### src/rtl/core/toolpath_move_statistics_macros.svh
// Assertion macros shared by the toolpath move statistics RTL.
`ifndef TOOLPATH_MOVE_STATISTICS_MACROS_SVH
`define TOOLPATH_MOVE_STATISTICS_MACROS_SVH

`ifndef SYNTH
`define TMS_ASSERT_IMP(lbl, ante, cons, msg) \
  lbl: assert property (@(posedge clk) disable iff (!rst_n) (ante) |-> (cons)) \
    else $error(msg);
`define TMS_ASSERT_NXT(lbl, ante, cons, msg) \
  lbl: assert property (@(posedge clk) disable iff (!rst_n) (ante) |=> (cons)) \
    else $error(msg);
`else
`define TMS_ASSERT_IMP(lbl, ante, cons, msg)
`define TMS_ASSERT_NXT(lbl, ante, cons, msg)
`endif

`endif

### src/rtl/core/tms_pkg.sv
// Constants and types for the toolpath move statistics block.
package tms_pkg;

  localparam int POS_W   = 32;
  localparam int FEED_W  = 24;
  localparam int TOT_W   = 48;
  localparam int SUM_W   = 66;
  localparam int ROOT_W  = SUM_W / 2;
  localparam int REM_W   = ROOT_W + 2;
  localparam int SUB_W   = REM_W + 2;
  localparam int TIME_SH = 14;
  localparam int CNT_W   = 6;

  localparam int ROOT_STEPS = ROOT_W;
  localparam int DIV_STEPS  = TOT_W;
  localparam int AXES       = 3;

  localparam int IN_DATA_W  = 120;
  localparam int IN_USER_W  = 3;
  localparam int OUT_DATA_W = 208;
  localparam int OUT_USER_W = 1;

  localparam logic [TOT_W-1:0] FULL_SCALE = {TOT_W{1'b1}};
  localparam logic signed [POS_W-1:0] POS_MAX = {1'b0, {(POS_W-1){1'b1}}};
  localparam logic signed [POS_W-1:0] POS_MIN = {1'b1, {(POS_W-1){1'b0}}};

  localparam logic [FEED_W-1:0] RAPID_FEED_RST   = 24'd80000;
  localparam logic [FEED_W-1:0] DEFAULT_FEED_RST = 24'd16000;
  localparam logic [FEED_W-1:0] FEED_FLOOR_RST   = 24'd16;

  typedef logic [1:0] reg_index_t;
  localparam reg_index_t REG_RAPID_FEED   = 2'd0;
  localparam reg_index_t REG_DEFAULT_FEED = 2'd1;
  localparam reg_index_t REG_FEED_FLOOR   = 2'd2;

  typedef logic [1:0] move_kind_t;
  localparam move_kind_t KIND_RAPID   = 2'd0;
  localparam move_kind_t KIND_RETRACT = 2'd1;

endpackage

### src/rtl/core/toolpath_move_statistics.sv
// Top level of the toolpath move statistics block: sequencer and shared datapath.
//
// One move word yields one result word. A path-start move goes from S_IDLE
// straight to S_DONE. Any other move passes S_SQUARE, S_ROOT, S_LEN, S_DIV and
// S_TIME to S_DONE: it squares and sums the axis deltas on one 32x32 multiplier,
// takes the bit-pair square root and runs the restoring divide that turns length
// into time. The root and the divide both run on one shared subtractor, one bit per
// cycle, and that subtractor sets the rate. The result sits in an output
// register, so the next move can be taken while a result still waits.
`include "toolpath_move_statistics_macros.svh"

module toolpath_move_statistics (
  input  logic                          clk,
  input  logic                          rst_n,
  // in_tdata, lowest bit up: pos_x, pos_y, pos_z, feedrate.
  input  logic [tms_pkg::IN_DATA_W-1:0]  in_tdata,
  // in_tuser, lowest bit up: starts_path, move_kind.
  input  logic [tms_pkg::IN_USER_W-1:0]  in_tuser,
  input  logic                          in_tvalid,
  output logic                          in_tready,
  // out_tdata, lowest bit up: cutting_length, rapid_length, estimated_time,
  // lowest_z, highest_z.
  output logic [tms_pkg::OUT_DATA_W-1:0] out_tdata,
  // out_tuser, lowest bit up: saturated.
  output logic [tms_pkg::OUT_USER_W-1:0] out_tuser,
  output logic                          out_tvalid,
  input  logic                          out_tready,
  input  logic                          cfg_valid,
  output logic                          cfg_ready,
  input  tms_pkg::reg_index_t           cfg_index,
  input  logic [tms_pkg::FEED_W-1:0]     cfg_data
);
  import tms_pkg::*;

  typedef enum logic [2:0] {
    S_IDLE,
    S_SQUARE,
    S_ROOT,
    S_LEN,
    S_DIV,
    S_TIME,
    S_DONE
  } state_t;

  state_t                   state_r;
  logic [CNT_W-1:0]         cnt_r;
  logic [FEED_W-1:0]        rapid_feed_r;
  logic [FEED_W-1:0]        default_feed_r;
  logic [FEED_W-1:0]        feed_floor_r;
  logic signed [POS_W-1:0]  last_x_r;
  logic signed [POS_W-1:0]  last_y_r;
  logic signed [POS_W-1:0]  last_z_r;
  logic [TOT_W-1:0]         cut_r;
  logic [TOT_W-1:0]         rapid_r;
  logic [TOT_W-1:0]         time_r;
  logic signed [POS_W-1:0]  zlo_r;
  logic signed [POS_W-1:0]  zhi_r;
  logic                     sat_r;
  logic                     out_valid_r;

  logic [POS_W-1:0]         mag_r [AXES];
  logic [2*POS_W-1:0]       prod_r;
  logic [SUM_W-1:0]         sum_r;
  logic [ROOT_W-1:0]        root_r;
  logic [REM_W-1:0]         rem_r;
  logic [TOT_W-1:0]         div_q_r;
  logic [FEED_W-1:0]        div_rem_r;
  logic [FEED_W-1:0]        feed_r;
  logic                     is_rapid_r;
  logic [OUT_DATA_W-1:0]    out_data_r;
  logic                     out_sat_r;

  logic                     starts_path;
  logic signed [POS_W-1:0]  pos_x;
  logic signed [POS_W-1:0]  pos_y;
  logic signed [POS_W-1:0]  pos_z;
  move_kind_t               move_kind;
  logic [FEED_W-1:0]        feedrate;

  logic                     in_acc;
  logic                     out_load;
  logic                     kind_rapid;
  logic [FEED_W-1:0]        feed_sel;
  logic [POS_W-1:0]         mag_x;
  logic [POS_W-1:0]         mag_y;
  logic [POS_W-1:0]         mag_z;
  logic [SUB_W-1:0]         sub_a;
  logic [SUB_W-1:0]         sub_b;
  logic [SUB_W:0]           sub_diff;
  logic                     sub_ge;
  logic [TOT_W:0]           len_sum;
  logic [TOT_W-1:0]         len_nxt;
  logic [TOT_W:0]           time_sum;
  logic [TOT_W-1:0]         time_nxt;

  assign starts_path = in_tuser[0];
  assign move_kind   = in_tuser[2:1];
  assign pos_x       = in_tdata[31:0];
  assign pos_y       = in_tdata[63:32];
  assign pos_z       = in_tdata[95:64];
  assign feedrate    = in_tdata[119:96];

  assign in_tready  = (state_r == S_IDLE);
  assign in_acc     = in_tvalid && in_tready;
  assign out_load   = (state_r == S_DONE) && (!out_valid_r || out_tready);
  assign cfg_ready  = 1'b1;
  assign out_tvalid = out_valid_r;
  assign out_tdata  = out_data_r;
  assign out_tuser  = out_sat_r;

  function automatic logic [POS_W-1:0] abs_diff(logic signed [POS_W-1:0] a,
                                                logic signed [POS_W-1:0] b);
    logic [POS_W:0] d;
    logic [POS_W:0] n;
    d = {a[POS_W-1], a} - {b[POS_W-1], b};
    n = '0 - d;
    return d[POS_W] ? n[POS_W-1:0] : d[POS_W-1:0];
  endfunction

  always_comb begin
    kind_rapid = (move_kind inside {KIND_RAPID, KIND_RETRACT});
    if (kind_rapid) begin
      feed_sel = rapid_feed_r;
    end else if (feedrate > feed_floor_r) begin
      feed_sel = feedrate;
    end else begin
      feed_sel = default_feed_r;
    end
    if (feed_sel == '0) begin
      feed_sel = FEED_W'(1);
    end
    mag_x = abs_diff(pos_x, last_x_r);
    mag_y = abs_diff(pos_y, last_y_r);
    mag_z = abs_diff(pos_z, last_z_r);
  end

  // Shared subtractor: root trial during S_ROOT, quotient trial otherwise.
  always_comb begin
    if (state_r == S_ROOT) begin
      sub_a = {rem_r, sum_r[SUM_W-1 -: 2]};
      sub_b = {2'b00, root_r, 2'b01};
    end else begin
      sub_a = {{(SUB_W-FEED_W-1){1'b0}}, div_rem_r, div_q_r[TOT_W-1]};
      sub_b = {{(SUB_W-FEED_W){1'b0}}, feed_r};
    end
    sub_diff = {1'b0, sub_a} - {1'b0, sub_b};
    sub_ge   = !sub_diff[SUB_W];
  end

  always_comb begin
    len_sum  = {1'b0, (is_rapid_r ? rapid_r : cut_r)} +
               {{(TOT_W+1-ROOT_W){1'b0}}, root_r};
    len_nxt  = (len_sum > {1'b0, FULL_SCALE}) ? FULL_SCALE : len_sum[TOT_W-1:0];
    time_sum = {1'b0, time_r} + {1'b0, div_q_r};
    time_nxt = (time_sum > {1'b0, FULL_SCALE}) ? FULL_SCALE : time_sum[TOT_W-1:0];
  end

  always_ff @(posedge clk) begin
    if (!rst_n) begin
      state_r        <= S_IDLE;
      cnt_r          <= '0;
      rapid_feed_r   <= RAPID_FEED_RST;
      default_feed_r <= DEFAULT_FEED_RST;
      feed_floor_r   <= FEED_FLOOR_RST;
      last_x_r       <= '0;
      last_y_r       <= '0;
      last_z_r       <= '0;
      cut_r          <= '0;
      rapid_r        <= '0;
      time_r         <= '0;
      zlo_r          <= POS_MAX;
      zhi_r          <= POS_MIN;
      sat_r          <= 1'b0;
      out_valid_r    <= 1'b0;
      out_data_r     <= '0;
      out_sat_r      <= 1'b0;
    end else begin
      if (cfg_valid) begin
        case (cfg_index)
          REG_RAPID_FEED:   rapid_feed_r   <= cfg_data;
          REG_DEFAULT_FEED: default_feed_r <= cfg_data;
          REG_FEED_FLOOR:   feed_floor_r   <= cfg_data;
          default: ;
        endcase
      end

      if (out_load) begin
        out_valid_r <= 1'b1;
      end else if (out_tready) begin
        out_valid_r <= 1'b0;
      end

      case (state_r)
        S_IDLE: begin
          if (in_acc) begin
            last_x_r <= pos_x;
            last_y_r <= pos_y;
            last_z_r <= pos_z;
            cnt_r    <= '0;
            if (starts_path) begin
              cut_r   <= '0;
              rapid_r <= '0;
              time_r  <= '0;
              sat_r   <= 1'b0;
              zlo_r   <= pos_z;
              zhi_r   <= pos_z;
              state_r <= S_DONE;
            end else begin
              if (pos_z < zlo_r) begin
                zlo_r <= pos_z;
              end
              if (pos_z > zhi_r) begin
                zhi_r <= pos_z;
              end
              state_r <= S_SQUARE;
            end
          end
        end
        S_SQUARE: begin
          if (cnt_r == CNT_W'(AXES)) begin
            cnt_r   <= '0;
            state_r <= S_ROOT;
          end else begin
            cnt_r <= cnt_r + 1'b1;
          end
        end
        S_ROOT: begin
          if (cnt_r == CNT_W'(ROOT_STEPS - 1)) begin
            cnt_r   <= '0;
            state_r <= S_LEN;
          end else begin
            cnt_r <= cnt_r + 1'b1;
          end
        end
        S_LEN: begin
          if (is_rapid_r) begin
            rapid_r <= len_nxt;
          end else begin
            cut_r <= len_nxt;
          end
          if (len_nxt == FULL_SCALE) begin
            sat_r <= 1'b1;
          end
          cnt_r   <= '0;
          state_r <= S_DIV;
        end
        S_DIV: begin
          if (cnt_r == CNT_W'(DIV_STEPS - 1)) begin
            cnt_r   <= '0;
            state_r <= S_TIME;
          end else begin
            cnt_r <= cnt_r + 1'b1;
          end
        end
        S_TIME: begin
          time_r <= time_nxt;
          if (time_nxt == FULL_SCALE) begin
            sat_r <= 1'b1;
          end
          state_r <= S_DONE;
        end
        S_DONE: begin
          if (out_load) begin
            out_data_r <= {zhi_r, zlo_r, time_r, rapid_r, cut_r};
            out_sat_r  <= sat_r;
            state_r    <= S_IDLE;
          end
        end
        default: state_r <= S_IDLE;
      endcase
    end
  end

  always_ff @(posedge clk) begin
    case (state_r)
      S_IDLE: begin
        if (in_acc) begin
          mag_r[0]   <= mag_x;
          mag_r[1]   <= mag_y;
          mag_r[2]   <= mag_z;
          feed_r     <= feed_sel;
          is_rapid_r <= kind_rapid;
          sum_r      <= '0;
        end
      end
      S_SQUARE: begin
        if (cnt_r != '0) begin
          sum_r <= sum_r + {2'b00, prod_r};
        end
        if (cnt_r < CNT_W'(AXES)) begin
          prod_r <= mag_r[cnt_r[1:0]] * mag_r[cnt_r[1:0]];
        end
        root_r <= '0;
        rem_r  <= '0;
      end
      S_ROOT: begin
        sum_r <= {sum_r[SUM_W-3:0], 2'b00};
        if (sub_ge) begin
          rem_r  <= sub_diff[REM_W-1:0];
          root_r <= {root_r[ROOT_W-2:0], 1'b1};
        end else begin
          rem_r  <= sub_a[REM_W-1:0];
          root_r <= {root_r[ROOT_W-2:0], 1'b0};
        end
      end
      S_LEN: begin
        div_q_r   <= {{(TOT_W-ROOT_W-TIME_SH){1'b0}}, root_r, {TIME_SH{1'b0}}};
        div_rem_r <= '0;
      end
      S_DIV: begin
        div_q_r <= {div_q_r[TOT_W-2:0], sub_ge};
        if (sub_ge) begin
          div_rem_r <= sub_diff[FEED_W-1:0];
        end else begin
          div_rem_r <= sub_a[FEED_W-1:0];
        end
      end
      default: ;
    endcase
  end

  `TMS_ASSERT_NXT(a_move_starts_squaring, in_acc && !starts_path,
                  (state_r == S_SQUARE) && (cnt_r == '0), "move did not enter squaring")
  `TMS_ASSERT_IMP(a_root_count, state_r == S_ROOT, cnt_r < CNT_W'(ROOT_STEPS),
                  "root step count overran")
  `TMS_ASSERT_IMP(a_div_rem_bound, state_r == S_DIV, div_rem_r < feed_r,
                  "divide remainder not below divisor")
  `TMS_ASSERT_IMP(a_sat_flag,
                  (cut_r == FULL_SCALE) || (rapid_r == FULL_SCALE) || (time_r == FULL_SCALE),
                  sat_r, "full-scale total without saturation flag")

endmodule
### config.mk
export PLATFORM = sky130hd
export DESIGN_NAME = toolpath_move_statistics
export DESIGN_NICKNAME = d
export VERILOG_FILES = /design/src/rtl/core/tms_pkg.sv /design/src/rtl/core/toolpath_move_statistics.sv
export VERILOG_INCLUDE_DIRS = /design/src /design/src/rtl/core
export SDC_FILE = /design/constraint.sdc
export NUM_CORES = 2
export LEC_CHECK = 0
export BUFFER_PORTS_ARGS = -buffer_cell sky130_fd_sc_hd__buf_2
export CORE_MARGIN = 2
export CORE_UTILIZATION = 45
export CTS_CLUSTER_DIAMETER = 30
export DETAILED_ROUTE_END_ITERATION = 16
export GPL_ROUTABILITY_DRIVEN = 0
export GPL_TIMING_DRIVEN = 0
export PLACE_DENSITY_LB_ADDON = 0.1
export SLEW_MARGIN = 20
export SYNTH_ARGS = -nofsm -noshare
export SYNTH_HDL_FRONTEND = slang
export SYNTH_SLANG_ARGS = --single-unit
### constraint.sdc
create_clock -name clk -period 16.3 [get_ports clk]
set_input_delay 0.815 -clock clk [delete_from_list [all_inputs] [get_ports clk]]
set_output_delay 0.815 -clock clk [all_outputs]
set_load 0.02 [all_outputs]
Word-level counts from Yosys, hierarchy flattened. Memories as Yosys holds them, arrays and structs flattened. A register that Yosys moved wholly into a read port is not among the register bits. Cells that the tools add are included. W data, S select, Z words.

$add $sub $neg: 11. Multiply operators: 1. Order comparisons: 6. Equality and inequality tests: 25. Mux-type cells: 55. Reduce and logical (&&, ||, !) cells: 36.

Operators with widths (number): $pmux W48 S2 (4); $mux W48 (7); $mux W32 (7); $pmux W66 S3 (1); $mux W66 (2); $sub A32 B32 Y33 (3); $gt A49 B48 Y1 const B (2); $eq A48 B48 Y1 const B (2); $sub A1 B32 Y32 const A (3); $mux W24 (3); $mux W35 (2); $pmux W35 S2 (1); $add A66 B64 Y66 (1); $pmux W33 S2 (1); $mul A32 B32 Y64 (1); $add A48 B33 Y49 (1); $add A48 B48 Y49 (1); $pmux W24 S2 (1); $sub A37 B37 Y38 (1); $mux W37 (1); $gt A32 B32 Y1 (1); $lt A32 B32 Y1 (1); $pmux W6 S5 (1); $gt A24 B24 Y1 (1); 31 further kinds (85).

Bits in registers: 891. RAM bits: 96. Bits of input ports: 154. Output and inout port bits: 212. Memories: 1.

Memory list: mag_r (depth 3, width 32, read ports 1, clocked after Yosys merged registers in 1, write ports 3, line toolpath_move_statistics.sv:61) `logic [POS_W-1:0] mag_r [AXES];`.

Longest topological paths before layout.
Word-level depth: 7. Mapped depth: 38. Gate-level depth less buffers: 35.

Worst setup path before layout. OpenSTA, ideal clock, no wires.

Path kind: reg2reg. Start: register with a tool-made name. End: register prod_r[63] (data pin). Setup time: 0.260 ns. Arrival time: 9.222 ns. Data required time: 16.040 ns. Setup slack: 6.818 ns. Stages on the path, launching flop included: 35. Cells stage by stage: dfxtp_1 clkbuf_1 buf_1 mux2i_1 o21a_1 clkbuf_1 inv_1 buf_1 nand2_1 fa_1 inv_1 fa_1 fa_1 inv_1 fa_1 inv_1 fa_1 inv_1 fa_1 inv_1 fa_1 fa_1 ha_1 a21o_1 a21o_1 a221oi_1 o21ai_0 a22oi_1 o41ai_1 a211oi_1 a2111oi_0 o41ai_1 o21ai_1 a21oi_1 xnor2_1.

RTL lines: end signal, assigned (line toolpath_move_statistics.sv:291) `prod_r <= mag_r[cnt_r[1:0]] * mag_r[cnt_r[1:0]];`; end, declared (line toolpath_move_statistics.sv:62) `logic [2*POS_W-1:0] prod_r;`.

==> results.md <==
* I/O Pins at around 370
* Worst path required time at 16880 ps
* Final hold vios at 0
* Crit-path max FO at 10
* Routed Antenna Nets at 0
* Yosys cell types at just over 90
* Synthesized cell area at around 86000 µm²
* RR Endpoint: prod_r[63]$_DFFE_PP_
* Layout area overhead at 16.3%
* Clock H-tree levels at 4
* Setup tns final at 0 ps
* Cts repair resizes at 0
* Most common cell type on the critical path: fa_1
* Dpl cell area at 90800 µm²
* GRT Util Overall at 0.289
* Startpoint Class: flop
* Placeable Area at ~190000 µm²
* Root buf cell: clkbuf_16
* Post-synth ARST share at 0
* Worst slack, placed at approximately 3200 ps
* R2R Setup Slk at approximately 2800 ps
* Fin. max-slew vios at 0
* Setup violations, final at 0
* Fin Clk Skew at about 90 ps
* CTS max path bufs at 3
* DR iter-0 viols at 5772
* Initial Util at 0.454
* Crit path to: prod_r[63]$_DFFE_PP_
* Fillers at between 15000 and 20000
* WL/cell at 21.5 µm
* Tcrit/Tclk final at 0.829
* Gr ovfl total at 0
* Main synth FF type: dfxtp_1
* Worst-Skew Late Latency at 860 ps
* Final Cell Area at between 90000 and 100000 µm²
* Final Critical Period at about 14000 ps
* Global-route wire length before repair at between 400000 and 500000 µm
* Yosys warns at 0
* CTS sink cnt at 988
* Post-DP HPWL at between 200000 and 250000 µm
* Vias in the first global route at around 71000
* Max-Cap Viols at 0
* Largest net degree at the start of global routing at 55
* Outcome: complete, no violations
* Worst Hold Launch: cfg_data[7]
* Cell Rows at around 160
* Vias at roughly 71000
* DIE HEIGHT at between 400 and 500 µm
* CTS Buf Count at around 230
* Commonest non-fill, non-tap cell in the layout: nand2_1
* Share of layout cells above drive strength 1 at 0.0849
* Cells after synthesis at approximately 10000
* Hold WC Path Type: in -> reg
* DRT Pass-1 Iters at 6
* Port-buffer cells at about 360
* Setup WS post-layout at ~2800 ps
* Slew HR at 0.149
* Critical Path Sink Type: flop
* Arr. time, crit path at approximately 14000 ps
* Critical path class: reg -> reg
* Final wirelength at roughly 280000 µm
* Drt drc at 0
* Postcts setup bufs at 0
* Seq/Total Area, Yosys at 0.277
* FF-to-FF path depth at 31
* FF+latch count, synth at 988
* Die area at roughly 190000 µm²
* Final Instance Count excl. Fillers at ~13000
* Post-CTS Hold Buffers at 0
* Slowest cell delay on critical path at approximately 950 ps
* Mapped Nets at about 11000
* Number of enable flip-flop cells after synthesis at between 300 and 400
* Max stage delay cell, worst path: clkbuf_1
* Commonest cells after routing, fill and taps aside: nand2_1 (1735), inv_1 (1227), fa_1 (802)
* Register area at about 24000 µm²
* Syn avg cell area at 8.79 µm²
* Nets at 11956
* CTS tree: yes
* Multi-input gate area at ~56000 µm²
* Reg clk slew, reported paths at 50 ps
* RSZ-0062 raised after global routing: no
* Initial antenna violation count at 22
* Die Span X at ~440 µm
* Placed Instances at roughly 13000
* Via-per-instance ratio at 5.45
* F_max at about 74 MHz
* Worst Tran Pin Value at between 1000 and 1500 ps
[critical path: cells and delay by family (launching register included)]
family | cells | cell delay, ps
compound gates | 13 | 4950
xor+xnor | 1 | 100
fa+ha+maj | 9 | 4290
buf+inv | 6 | 2740
flops | 1 | 500
mux | 1 | 380
simple gates | 1 | 240
[stage by stage]
stage                util  hold slack, ps
floorplan               -             440
global placement    0.481             449
detailed placement  0.483             453
CTS                 0.528             145
global route        0.528             190
finish              0.528             207
[synthesized netlist by cell type, types with 17 or more instances]
| cell type | instances | share of area |
|---|---|---|
| mux2i_1 | 123 | 0.014 |
| a21boi_0 | 469 | 0.041 |
| nand2_1 | 1736 | 0.076 |
| o21ai_0 | 346 | 0.020 |
| buf_1 | 36 | 0.0016 |
| nand4_1 | 59 | 0.0043 |
| xnor2_1 | 249 | 0.026 |
| o211ai_1 | 20 | 0.0018 |
| and3_1 | 46 | 0.0034 |
| o21ai_1 | 33 | 0.0019 |
| inv_1 | 1227 | 0.054 |
| and2_1 | 92 | 0.0067 |
| nor2_1 | 669 | 0.029 |
| edfxtp_1 | 390 | 0.14 |
| xor2_1 | 174 | 0.018 |
| o21a_1 | 99 | 0.0087 |
| a21oi_1 | 460 | 0.027 |
| fa_1 | 802 | 0.19 |
| dfxtp_1 | 598 | 0.14 |
| a21o_1 | 191 | 0.017 |
| or3_1 | 23 | 0.0017 |
| a31oi_1 | 39 | 0.0029 |
| o31ai_1 | 28 | 0.0025 |
| clkbuf_1 | 373 | 0.016 |
| a211oi_1 | 41 | 0.0036 |
| or2_2 | 27 | 0.0020 |
| nand3_1 | 138 | 0.0081 |
| o21bai_1 | 45 | 0.0040 |
| nor3b_1 | 17 | 0.0015 |
| nor4_1 | 30 | 0.0022 |
| nand2b_1 | 70 | 0.0051 |
| nor2b_1 | 59 | 0.0043 |
| nor3_1 | 81 | 0.0047 |
| ha_1 | 656 | 0.096 |
| mux2_2 | 36 | 0.0047 |
[state kept, by name, indices dropped and copies added (netlist names), 33 cells and up, named ones only]
name / count
prod_r: 63
cut_r: 48
out_tdata: 208
mag_r: 96
root_r: 33
div_q_r: 48
rem_r: 35
sum_r: 66
rapid_r: 48
time_r: 48
[cell families (layout without fill, tap and decap cells)]
family          Yosys count  after routing  synth area share
buf+inv                1651           2474            0.0727
other cells               1             16         0.0000439
fa+ha+maj              1458           1458             0.284
mux                     159            159            0.0191
simple gates           3104           3104             0.155
xor+xnor                423            423            0.0433
compound gates         1948           1948             0.149
flops                   988            988             0.277
[worst min-delay path by stage]
stage	to	slack, ps	cells past startpoint
CTS	rapid_feed_r[7]$_SDFFE_PN1P_	140	3
finish	rapid_feed_r[7]$_SDFFE_PN1P_	210	3
global route	default_feed_r[9]$_SDFFE_PN1P_	190	3
detailed placement	out_tdata[117]$_SDFFE_PN0P_	450	2
floorplan	default_feed_r[10]$_SDFFE_PN1P_	440	2
global placement	default_feed_r[18]$_SDFFE_PN0P_	450	2
[cell type report]
| cell class | instances | share of cell area |
|---|---|---|
| Antenna cell | 15 | 0.000377 |
| Buffer | 412 | 0.0158 |
| Sequential cell | 988 | 0.238 |
| Tap cell | 2495 | 0.0314 |
| Clock inverter | 149 | 0.0208 |
| Clock buffer | 298 | 0.0654 |
| Timing Repair Buffer | 376 | 0.0214 |
| Inverter | 1239 | 0.0468 |
| Multi-Input combinational cell | 7093 | 0.560 |
[metal layers]
layer / global-route usage / part of all wire / vias to the layer above
li1: - / - / 33391
met1: 0.378 / 0.42 / 34569
met2: 0.447 / 0.44 / 2644
met3: 0.0710 / 0.088 / 601
met4: 0.138 / 0.051 / 12
met5: 0 / 0.00025 / -
Power is left out: the tool's default activity adds up to more than one toggle a clock period on the data nets, which glitch-free logic cannot reach.
